==> config.mk <==
export PLATFORM = sky130hd
export DESIGN_NAME = sinf_div9
export DESIGN_NICKNAME = d
export VERILOG_FILES = /design/src/rtl/core/sinf_pkg.sv /design/src/rtl/core/sinf_div9.sv
export SDC_FILE = /design/constraint.sdc
export NUM_CORES = 1
export LEC_CHECK = 0
export ABC_AREA = 1
export BUFFER_PORTS_ARGS = -buffer_cell sky130_fd_sc_hd__buf_4
export CORE_AREA = 4 4 97 99
export DETAILED_ROUTE_END_ITERATION = 12
export DIE_AREA = 0 0 101 103
export PLACE_DENSITY = 0.79
export REMOVE_ABC_BUFFERS = 1
export SYNTH_ARGS = -nofsm -noshare
export SYNTH_HDL_FRONTEND = slang
export SYNTH_SLANG_ARGS = --single-unit
==> constraint.sdc <==
create_clock -name vclk -period 7.55
set_input_delay 1.51 -clock vclk [all_inputs]
set_output_delay 1.51 -clock vclk [all_outputs]
set_load 0.005 [all_outputs]
==> src/rtl/core/sinf_pkg.sv <==
// Shared constants for the 3x3 sigma-threshold impulse noise filter.
// No dependencies; imported by sinf_div9 and the top level.
package sinf_pkg;

	// Default window pixel width
	localparam int unsigned PIXEL_BITS_DEF = 12;

	// Bits a sum of nine terms grows by (9 < 16)
	localparam int unsigned SUM_GROWTH = 4;

	// threshold_scale register: unsigned Q4.8
	localparam int unsigned SCALE_BITS = 12;
	localparam logic [SCALE_BITS-1:0] SCALE_RESET = SCALE_BITS'(320);

	// a = 9 * m * m, kept as one word
	localparam int unsigned A_BITS = 2 * SCALE_BITS + SUM_GROWTH;
	localparam logic [A_BITS-1:0] A_RESET = A_BITS'(9 * 320 * 320);

	// Left side of the test carries a factor of 2^19 (two Q8 scales and divisor 8)
	localparam int unsigned LHS_SHIFT = 19;

endpackage

==> src/rtl/core/sinf_div9.sv <==
// Truncating divide by nine of a window sum, by reciprocal multiplication.
// Depends on sinf_pkg for the default pixel width and the sum growth constant.
module sinf_div9 import sinf_pkg::*; #(
	parameter int unsigned IN_W = PIXEL_BITS_DEF + SUM_GROWTH
) (
	input  logic [IN_W-1:0]            sum,
	output logic [IN_W-SUM_GROWTH-1:0] quot
);

	// k = IN_W + 4 keeps e * sum < 2^k, so the product shifted right is exact
	localparam int unsigned K      = IN_W + SUM_GROWTH;
	localparam int unsigned MW     = IN_W + 2;
	localparam int unsigned PRW    = IN_W + MW;
	localparam int unsigned OUT_W  = IN_W - SUM_GROWTH;
	localparam logic [MW-1:0] RECIP = MW'(((64'd1 << K) + 64'd8) / 64'd9);

	logic [PRW-1:0] prod;

	assign prod = {{MW{1'b0}}, sum} * {{IN_W{1'b0}}, RECIP};
	assign quot = prod[K +: OUT_W];

endmodule

Word level (Yosys, flattened, before mapping)
Cells that the tools add are included.

storage, ports and cells
  register bits = 0
  latch bits = 0
  RAM bits = 0
  bits in read-only memories = 0
  input bits = 16
  output and inout bits = 12
  logic and storage cells = 1
  memories = 0

operators by class
  add/subtract/negate cells = 0
  $mul = 1
  divide/modulo/power cells = 0
  order comparisons = 0
  eq/ne operators = 0
  shift operators = 0
  mux-type cells = 0
  bitwise logic cells = 0
  reduce and logical (&&, ||, !) cells = 0

operator list
  operator                                             count
  multiplier 16 x 17 -> 32 bit, second input constant  1

Logic depth before layout (Yosys ltp)
Gate-level depths: netlist (run 1).

  word-level depth = 1
  gate-level depth with buffers = 23
  mapped depth without buffers = 23

Worst setup path after synthesis (run 1)
No wires, ideal clock.

  path kind = input port to output port
  from = input sum[14]
  to = output quot[8]
  arrival = 5663 ps
  data required time = 6040 ps
  setup slack = 377 ps
  stages on the path = 23
  path buffers = 0
  cell sequence = inv_1 -> fa_1 -> inv_1 -> ha_1 -> inv_1 -> fa_1 -> inv_1 -> fa_1 -> fa_1 -> inv_1 -> fa_1 -> inv_1 -> ha_1 -> nand2_2 -> nor2_4 -> inv_2 -> nor3_2 -> nand2_1 -> nor2_1 -> nand2_1 -> nand2_1 -> nand2_1 -> nand2_1

between the ends
  word-level cells in the longest chain between the ends = 1

RTL lines
  what                          RTL line         source
  start, declared               sinf_div9.sv:6   input logic [IN_W-1:0] sum,
  multiplier 16 x 17 -> 32 bit  sinf_div9.sv:19  assign prod = {{MW{1'b0}}, sum} * {{IN_W{1'b0}}, RECIP};
  end, declared                 sinf_div9.sv:7   output logic [IN_W-SUM_GROWTH-1:0] quot

Every way passes these cells.

Final worst setup path (run 1)
  from = input sum[13]
  to = output quot[8]

The elaborated chain is that of the path after synthesis.

==> results of run 1 <==
==> routing by layer <==
metal	global-route usage [%]	vias up	part of all wire, %
li1	-	2164	-
met1	32.0	2120	41
met2	48.7	117	52
met3	1.56	26	3.9
met4	6.34	0	3.2
met5	0	-	0
==> synthesized netlist by cell type <==
| cell | count | share of area (%) |
|---|---|---|
| sky130_fd_sc_hd__nor3_1 | 3 | 0.30 |
| sky130_fd_sc_hd__a21o_2 | 1 | 0.17 |
| sky130_fd_sc_hd__fa_1 | 76 | 30 |
| sky130_fd_sc_hd__nand3b_1 | 1 | 0.15 |
| sky130_fd_sc_hd__nand2_2 | 7 | 0.86 |
| sky130_fd_sc_hd__or2_2 | 1 | 0.12 |
| sky130_fd_sc_hd__nor2_4 | 1 | 0.22 |
| sky130_fd_sc_hd__o21bai_1 | 3 | 0.44 |
| sky130_fd_sc_hd__a21o_1 | 4 | 0.59 |
| sky130_fd_sc_hd__inv_1 | 204 | 15 |
| sky130_fd_sc_hd__nand4_1 | 4 | 0.49 |
| sky130_fd_sc_hd__nand2_1 | 118 | 8.7 |
| sky130_fd_sc_hd__nor2_1 | 38 | 2.8 |
| sky130_fd_sc_hd__o21ai_0 | 12 | 1.2 |
| sky130_fd_sc_hd__nor2_2 | 1 | 0.12 |
| sky130_fd_sc_hd__and2_1 | 1 | 0.12 |
| sky130_fd_sc_hd__ha_1 | 129 | 32 |
| sky130_fd_sc_hd__nor4_1 | 1 | 0.12 |
| sky130_fd_sc_hd__xnor2_1 | 3 | 0.52 |
| sky130_fd_sc_hd__inv_2 | 1 | 0.074 |
| sky130_fd_sc_hd__a31oi_1 | 1 | 0.12 |
| sky130_fd_sc_hd__a21boi_2 | 1 | 0.22 |
| sky130_fd_sc_hd__a21oi_1 | 24 | 2.4 |
| sky130_fd_sc_hd__xor2_1 | 3 | 0.52 |
| sky130_fd_sc_hd__nor3_2 | 3 | 0.59 |
| sky130_fd_sc_hd__nand3_1 | 23 | 2.3 |
==> placed cells by master (no fill, tap or decap), types with 4 or more instances in the layout <==
master	instances
sky130_fd_sc_hd__nand2_1	108
sky130_fd_sc_hd__o21ai_0	8
sky130_fd_sc_hd__nand3_1	22
sky130_fd_sc_hd__nand4_1	4
sky130_fd_sc_hd__a21oi_1	15
sky130_fd_sc_hd__nor2_2	7
sky130_fd_sc_hd__nand2_4	4
sky130_fd_sc_hd__inv_2	18
sky130_fd_sc_hd__fa_1	70
sky130_fd_sc_hd__ha_1	106
sky130_fd_sc_hd__nand2_2	13
sky130_fd_sc_hd__fa_2	6
sky130_fd_sc_hd__nor2_1	31
sky130_fd_sc_hd__ha_4	21
sky130_fd_sc_hd__a21oi_2	8
sky130_fd_sc_hd__buf_4	71
sky130_fd_sc_hd__inv_1	184
sky130_fd_sc_hd__buf_6	7
sky130_fd_sc_hd__a21o_1	4
==> logic make-up (layout without fill, tap and decap cells) <==
family	after synthesis	in the layout	synth area share, %
AOI/OAI and AO/OA	46	46	5.10
xor gates and xnor gates	6	6	1.04
adders and majority gates	205	205	61.8
buffers and inverters	205	284	15.2
and+or+nand+nor	202	202	16.9
==> worst min-delay path: stages <==
cell and delay [ns]:
sky130_fd_sc_hd__buf_4 0.13, sky130_fd_sc_hd__nand2_1 0.08, sky130_fd_sc_hd__nor2_1 0.07, sky130_fd_sc_hd__nand4_1 0.07, sky130_fd_sc_hd__nand2_1 0.06, sky130_fd_sc_hd__nand3_1 0.09
sky130_fd_sc_hd__nand4_1 0.09, sky130_fd_sc_hd__nand2_1 0.09, sky130_fd_sc_hd__buf_4 0.10
==> through the flow <==
step / utilization (%) / std cells / area, µm² / TNS [ns] / hold slack (ns)
detailed placement: 67.3 / 844 / 5750 / -1.36 / 3.79
global route: 73.5 / 851 / 6280 / -0.183 / 3.89
floorplan: - / 664 / 5070 / 0 / 3.44
global placement: 67.3 / 844 / 5750 / -0.692 / 3.77
finish: 73.5 / 851 / 6280 / 0 / 3.81
CTS: 69.4 / 846 / 5930 / 0 / 3.80
==> final cells by class <==
cell class | instances | share of cell area, %
timing repair buffer | 79 | 9.98
inverter | 205 | 12.4
multi-input combinational | 459 | 75.5
tap | 108 | 2.15
==> repair_timing <==
| item | 4_1_cts | 5_1_grt |
|---|---|---|
| setup endpoints to repair | 12 | 12 |
| pin swaps | 21 | 40 |
| resized for setup | 25 | 82 |
| gates cloned | 0 | 0 |
| hold buffers | 0 | 0 |
| buffers inserted | 2 | 5 |
==> worst min-delay path by stage <==
stage / from / end / depth (start not counted)
after floorplan: sum[2] / quot[5] / 7
after global placement: sum[2] / quot[5] / 9
after detailed placement: sum[2] / quot[5] / 9
after CTS: sum[2] / quot[5] / 9
after global routing: sum[2] / quot[5] / 9
final: sum[2] / quot[5] / 9
==> results.md, run 1 <==
- The synthesized netlist cell count is 664.
- The footprint of the flip-flops and latches is 0 µm².
- After detailed routing, the number of remaining DRC violations is 0.
- The remaining global-route overflow is 0.
- The repair_antennas step left the layout with diodes totalling 0.
- The count of vias placed by the detailed router is 4427.
- The netlist area before placement is 0.00507 mm².
- After the first detailed-routing iteration, the DRC count stood at 151.
- On the critical path, the stage with the largest delay is an instance of sky130_fd_sc_hd__fa_2.
- The via count of the first global-routing pass was 4824.
- Entering global routing, the biggest net connects 9 pins.
- The number of antenna-violating nets in the routed design is 0.
- The multi-input combinational cell area is 0.00474 mm².
- The count of buffers from port buffering is 28.
- The count of max-cap constraint violations is 0.
- The synthesized netlist contains 26 unique library cells.
- The number of ports placed on the die boundary is 28.
- The run finished with clean final reports.
- Grouping stages by cell kind, the critical path spends the most delay in adder cells.
- Dividing the final minimum period by the clock period gives 98.3%.
- For this run, the total global-route usage over all layers was measured as 25.7%.
- The floorplan has 34 rows.
- OpenSTA, run right after detailed placement, puts the worst setup slack at -0.201 ns.
- The worst path in the final design needs a cycle of 7.42 ns, including I/O delays and setup.
- STA puts the critical path data required time at 6.04 ns.
- Data on the critical path arrives at its endpoint at 5.91 ns.
- The actual transition at the worst max-transition pin is 0.315 ns.
- The congestion estimate from routability-driven global placement came to 0.976.
- The post-synthesis average cell area is 7.64 µm².
- The total wire length is 12.9 mm.
- The pre-antenna-repair detailed-routing pass consisted of 4 iterations.
- The wire length per cell is 15.2 µm.
- The first element of the critical path is sum[13].
- Dividing the detail-routed via count by the number of cells gives 5.20.
- The proportion of synthesized chip area in sequential cells is 0%.
- The number of antenna violations at the first check in global routing is 0.
- The total area inside the core boundary comes to 0.00855 mm².
- The final layout contains 966 nets.
- Of all nets on the critical path, the largest fanout is 4.
- Setup repair after global routing could not meet its margin everywhere.
- The path type of the worst min-delay path is in -> out.
- The area growth from synthesis to layout is 23.8%.
- The startpoint kind of the worst setup timing path is a primary input.
- The total number of sequential cells is 0.
- The HPWL after detailed placement is 11.3 mm.
- STA classifies the critical path endpoint as a primary output.
- The category of the critical setup timing path is in -> out.
- The worst setup path endpoint is quot[8].
- The worst path meets setup with 0.129 ns of slack.
- The max-slew headroom at the worst pin is 78.8%.
- Of the cells placed in the final design, the portion with a size suffix greater than 1 is 23.6%.
- The floorplan step set the die width to 101 µm.
- Setup violations remaining at the end of the flow were counted as 0.
- The count of endpoints failing hold in the final timing report was 0.
- The largest stage delay on the critical path is 0.56 ns.
- The maximum achievable frequency is 135 MHz.
- The first global-routing pass estimated 21.4 mm of wire.
- The total number of cells along the worst setup path is 25.
- The initial utilization of the core area, before any placement, comes to 59.4%.
- The sum of buffers and inverters on the critical path is 9.
- The die outline area is 0.0104 mm².
- After filler insertion, the fill cell instance count of the layout stands at 642.
- The count of clock-net buffers in the final layout is 0.
- The die is 103 µm tall.
- The final number of max-transition violations is 0.
- The count of synthesis-stage warnings from yosys is 0.
Power of run 1 is not shown: default switching activity piles up to over one toggle a cycle in this logic, so the estimate is an artifact.
==> run 2: changes to the inputs <==
==> constraint.sdc (replaced) <==
create_clock -name vclk -period 7.3
set_input_delay 1.46 -clock vclk [all_inputs]
set_output_delay 1.46 -clock vclk [all_outputs]
set_load 0.005 [all_outputs]
==> run 2 against run 1 <==
Compared with the run above: the flow now finishes with violations (setup timing); core utilization up 1.8 points; via count grew 3.5%; clock-buffer cell count did not move; worst hold slack got worse by 0.029 ns; first-iteration DRC count up 15%; highest routed layer unchanged; cell count up 3.3%.
==> results.md, run 2 (synthesis results as in run 1) <==
- Run status: finished with violations (was completed).
- The checks that failed: setup timing.
- The remaining global-route overflow came to 0 (unchanged).
- The path type of the worst min-delay path is in -> out (unchanged).
- The peak fanout along the critical path came to 4 (unchanged).
- The HPWL after detailed placement is 11.4 mm (was 11.3 mm).
- The largest stage delay on the critical path is 0.56 ns (about the same).
- The total DRC errors in the routed layout is 0 (unchanged).
- The routed design could run at a clock period as short as 7.36 ns.
- The number of endpoints failing setup at the final stage is 7 (was 0).
- The total number of sequential cells is 0 (unchanged).
- The global placer's final weighted congestion was 0.940 (was 0.976).
- The number of inserted filler cells in the final layout is 598 (was 642).
- The wire length per cell is 15.2 µm (about the same).
- The total wire length is 13.3 mm (was 12.9 mm).
- The total iterations of the first detailed-routing run is 5 (was 4).
- The multi-input combinational cell area was 0.00467 mm² (was 0.00474 mm²).
- The first-pass GRT wire length is 22.7 mm (was 21.4 mm).
- The setup slack after layout is -0.0639 ns (was 0.129 ns).
- The total global routing track utilization is 27.4% (was 25.7%).
- The initial core utilization is 59.4% (unchanged).
- The pre-CTS setup slack was -0.390 ns (was -0.201 ns).
- The width of the chip is 101 µm (unchanged).
- The number of antenna-violating nets in the routed design is 0 (unchanged).
- The utilization after layout is 75.2% (was 73.5%).
- The count of buffers from port buffering was 28 (unchanged).
- The cell with the biggest individual delay on the critical path is sky130_fd_sc_hd__fa_2 (unchanged).
- The post-route non-filler standard cell count is 879 (was 851).
- The layout overhead on the synthesized area is 26.8% (was 23.8%).
- The count of clock-net buffers in the final layout was 0 (unchanged).
- The max-slew headroom at the worst pin is 80.2% (was 78.8%).
- The maximum achievable frequency is 136 MHz.
- The endpoint class of the critical path is a primary output (unchanged).
- The number of rows in the core area is 34 (unchanged).
- The share of layout cells above drive strength 1 was 24.3% (was 23.6%).
- The mean number of vias per cell is 5.22 (was 5.20).
- The number of placed instances with taps included is 873 (was 844).
- The number of cells on the worst hold path is 9 (unchanged).
- The via count of the first global-routing pass is 5050 (was 4824).
- The count of vias placed by the detailed router was 4584 (was 4427).
- The category of the critical setup timing path is in -> out (unchanged).
- The height of the chip is 103 µm (unchanged).
- The number of inserted diodes is 0 (unchanged).
- Dividing the final minimum period by the clock period gives 101%.
- The final net count was 994 (was 966).
- The footprint of the flip-flops and latches came to 0 µm² (unchanged).
- The initial detailed-routing violation count is 174 (was 151).
- The most common cell after layout, fill and taps aside is sky130_fd_sc_hd__inv_1 (unchanged).
- The number of antenna violations at the first check in global routing is 0 (unchanged).
- The arrival time of the worst setup path is 5.90 ns (was 5.91 ns).
- The actual transition at the worst max-transition pin is 0.294 ns (was 0.315 ns).
- The count of max-cap constraint violations came to 0 (unchanged).
- The total negative slack for setup checks is -0.194 ns (was 0 ns).
- The largest net degree at the start of global routing is 9 (unchanged).
- The die outline area is 0.0104 mm² (unchanged).
- The startpoint kind of the worst setup timing path is a primary input (unchanged).
- The count of endpoints failing hold in the final timing report is 0 (unchanged).
- The number of ports placed on the die boundary was 28 (unchanged).
- RSZ-0062 raised after global routing: yes (unchanged).
- The required time of the worst setup path is 5.84 ns (was 6.04 ns).
- The final number of max-transition violations is 0 (unchanged).
- The area of the core came to 0.00855 mm² (unchanged).
- Top library cells by usage in the layout, fill and taps aside: sky130_fd_sc_hd__inv_1 (188), sky130_fd_sc_hd__ha_1 (109), sky130_fd_sc_hd__nand2_1 (107) (was sky130_fd_sc_hd__inv_1 (184), sky130_fd_sc_hd__nand2_1 (108), sky130_fd_sc_hd__ha_1 (106)).
[run 2: cell types whose count changed in the layout (fill, tap and decap cells not counted), sizes merged]
cell,before,now
buf,79,107
[run 2: metal layers]
metal / GRT usage, % / wire, µm / vias to the layer above
li1: - / - / 2219
met1: 32.6 / 5410 / 2182
met2: 51.8 / 6740 / 139
met3: 2.57 / 645 / 44
met4: 9.20 / 542 / 0
met5: 0 / 0 / -
[run 2: layout make-up]
cell class	count	area share (%)
inverter	205	12.0
multi-input combinational	459	72.6
tap	108	2.10
timing repair buffer	107	13.3
[run 2: path summary, 6_finish.rpt]
path / endpoint / from / slack (ns)
min: quot[5] / sum[0] / 3.78
max: quot[8] / sum[13] / -0.06
[run 2: what timing repair did]
action	CTS	global route
setup endpoints to repair	12	12
endpoints found under the hold margin	0	0
resized for setup	64	23
hold buffers	0	0
pin swaps	61	11
buffers inserted	6	1
[run 2: stage by stage]
step	hold WS (ns)	instance area (µm²)
floorplan	3.34	5070
global placement	3.69	5970
detailed placement	3.72	5970
CTS	3.73	6370
global route	3.82	6430
finish	3.78	6430
[run 2: critical path: cells and delay by family]
family,cells,cell delay [ns]
buffers and inverters,10,0.73
AO/OA/AOI/OAI,1,0.18
adder cells (fa/ha/maj),7,3.06
AND/OR/NAND/NOR,7,0.46
Power of run 2 is left out for the same reason.
==> run 3: changes to the inputs <==
--- a/config.mk
+++ b/config.mk
@@ -7,10 +7,10 @@
 export LEC_CHECK = 0
 export ABC_AREA = 1
 export BUFFER_PORTS_ARGS = -buffer_cell sky130_fd_sc_hd__buf_4
-export CORE_AREA = 4 4 97 99
+export CORE_AREA = 4 4 115 117
 export DETAILED_ROUTE_END_ITERATION = 12
-export DIE_AREA = 0 0 101 103
-export PLACE_DENSITY = 0.79
+export DIE_AREA = 0 0 119 121
+export PLACE_DENSITY = 0.59
 export REMOVE_ABC_BUFFERS = 1
 export SYNTH_ARGS = -nofsm -noshare
 export SYNTH_HDL_FRONTEND = slang
==> constraint.sdc (replaced) <==
create_clock -name vclk -period 7.3
set_input_delay 0.365 -clock vclk [all_inputs]
set_output_delay 0.365 -clock vclk [all_outputs]
set_load 0.005 [all_outputs]
==> run 3 against run 2 <==
Compared with the run above: the flow now finishes without violations; worst hold slack got worse by 2.3 ns; final area down 15%; non-clock buffer count decreased by 79; setup slack better by 1.8 ns; via count shrank 14%; wire length down 16%; global-route usage shrank 11 points; fmax increased by 34%; die area is 38% higher.
==> results.md, run 3 (synthesis results as in run 1) <==
- The maximum achievable frequency is 181 MHz (was 136 MHz).
- The total DRC errors in the routed layout came to 0 (unchanged).
- The hold buffer count at cts is 0 (unchanged).
- The count of buffers from port buffering came to 28 (unchanged).
- The final number of max-transition violations is 0 (unchanged).
- The worst hold slack across all endpoints is 1.52 ns (was 3.78 ns).
- The most common cell after layout, fill and taps aside is sky130_fd_sc_hd__inv_1 (unchanged).
- The number of cells on the worst hold path was 9 (unchanged).
- The arrival time of the worst setup path is 5.15 ns (was 5.90 ns).
- The width of the chip is 119 µm (was 101 µm).
- The endpoint class of the critical path is a primary output (unchanged).
- The max-slew headroom at the worst pin is 67.5% (was 80.2%).
- The final net count is 915 (was 994).
- The layout overhead on the synthesized area is 8.38% (was 26.8%).
- The startpoint kind of the worst setup timing path was a primary input (unchanged).
- The total negative slack for setup checks is 0 ns (was -0.194 ns).
- Run status: completed (was finished with violations).
- The number of placed instances with taps included is 864 (was 873).
- The footprint of the flip-flops and latches came to 0 µm² (unchanged).
- The number of endpoints failing setup at the final stage is 0 (was 7).
- The mean number of vias per cell is 4.57 (was 5.22).
- The total number of sequential cells is 0 (unchanged).
- The remaining global-route overflow came to 0 (unchanged).
- The HPWL after detailed placement is 10.7 mm (was 11.4 mm).
- The share of layout cells above drive strength 1 is 6.36% (was 24.3%).
- Top library cells by usage in the layout, fill and taps aside: sky130_fd_sc_hd__inv_1 (204), sky130_fd_sc_hd__ha_1 (129), sky130_fd_sc_hd__nand2_1 (118) (was sky130_fd_sc_hd__inv_1 (188), sky130_fd_sc_hd__ha_1 (109), sky130_fd_sc_hd__nand2_1 (107)).
- The number of resized instances in the post-cts repair step is 0 (was 64).
- The global placer's final weighted congestion came to 0.919 (was 0.940).
- The count of clock-net buffers in the final layout came to 0 (unchanged).
- The peak fanout along the critical path is 6 (was 4).
- The post-CTS setup repair buffer count was 0 (was 6).
- The number of antenna violations at the first check in global routing was 0 (unchanged).
- The via count of the first global-routing pass is 4142 (was 5050).
- The required time of the worst setup path is 6.93 ns (was 5.84 ns).
- The utilization after layout is 44.5% (was 75.2%).
- The total wire length is 11.1 mm (was 13.3 mm).
- The total global routing track utilization came to 16.7% (was 27.4%).
- The final critical delay including setup and external delays is 5.51 ns (was 7.36 ns).
- The first-pass GRT wire length was 19.7 mm (was 22.7 mm).
- The number of antenna-violating nets in the routed design was 0 (unchanged).
- The count of vias placed by the detailed router is 3948 (was 4584).
- The final clock period utilization by the worst path came to 75.5% (was 101%).
- The count of endpoints failing hold in the final timing report is 0 (unchanged).
- The height of the chip is 121 µm (was 103 µm).
- The area of the core was 0.0124 mm² (was 0.00855 mm²).
- The largest net degree at the start of global routing is 9 (unchanged).
- The path type of the worst min-delay path is in -> out (unchanged).
- The die outline area is 0.0144 mm² (was 0.0104 mm²).
- The initial core utilization is 41.0% (was 59.4%).
- The actual transition at the worst max-transition pin is 0.484 ns (was 0.294 ns).
- The count of max-cap constraint violations is 0 (unchanged).
- The category of the critical setup timing path is in -> out (unchanged).
- The number of ports placed on the die boundary is 28 (unchanged).
- The initial detailed-routing violation count came to 161 (was 174).
- The post-route non-filler standard cell count is 864 (was 879).
- The number of rows in the core area is 41 (was 34).
- The total iterations of the first detailed-routing run is 5 (unchanged).
- The number of inserted diodes is 0 (unchanged).
- RSZ-0062 raised after global routing: no (was yes).
- The wire length per cell came to 12.9 µm (was 15.2 µm).
-- run 3: cell count changes in the layout (fill, tap and decap cells not counted), sizes merged --
cell | before | now
buf | 107 | 28
-- run 3: metal layers --
metal | part of all wire, % | vias to the layer above | global-route usage (%) | routed length [µm]
met5 | 0 | - | 0 | 0
met4 | 1.6 | 0 | 2.17 | 180
met3 | 2.8 | 12 | 0.280 | 308
met2 | 46 | 61 | 28.5 | 5130
met1 | 50 | 1810 | 24.4 | 5530
li1 | - | 2065 | - | -
-- run 3: final cells by class --
| type | instances | area [µm²] |
|---|---|---|
| fill | 1263 | 6860 |
| inverter | 205 | 769 |
| multi-input combinational | 459 | 4310 |
| tap | 172 | 215 |
| timing repair buffer | 28 | 210 |
-- run 3: path summary, 6_finish.rpt --
| check | start | to |
|---|---|---|
| setup / recovery | sum[13] | quot[10] |
| hold / removal | sum[2] | quot[5] |
-- run 3: worst max-delay path, stage by stage --
cell and delay [ns]:
sky130_fd_sc_hd__buf_4 0.13, sky130_fd_sc_hd__inv_1 0.06, sky130_fd_sc_hd__fa_1 0.41, sky130_fd_sc_hd__inv_1 0.11
sky130_fd_sc_hd__fa_1 0.43, sky130_fd_sc_hd__inv_1 0.10, sky130_fd_sc_hd__fa_1 0.52, sky130_fd_sc_hd__xor2_1 0.21
sky130_fd_sc_hd__ha_1 0.28, sky130_fd_sc_hd__inv_1 0.05, sky130_fd_sc_hd__fa_1 0.50, sky130_fd_sc_hd__fa_1 0.56
sky130_fd_sc_hd__inv_1 0.05, sky130_fd_sc_hd__ha_1 0.31, sky130_fd_sc_hd__nand2_2 0.10, sky130_fd_sc_hd__nor4_1 0.47
sky130_fd_sc_hd__nand3_1 0.17, sky130_fd_sc_hd__nand3_1 0.12, sky130_fd_sc_hd__nand2_1 0.05, sky130_fd_sc_hd__buf_4 0.13
-- run 3: per-stage QoR --
| stage | area, µm² | worst slack, ns |
|---|---|---|
| 2_1_floorplan | 5070 | 2.42 |
| 3_3_place_gp | 5500 | 1.79 |
| 3_5_place_dp | 5500 | 1.80 |
| 4_1_cts | 5500 | 1.76 |
| 5_1_grt | 5500 | 1.47 |
| 6_report | 5500 | 1.79 |
Power of run 3 is left out for the same reason.
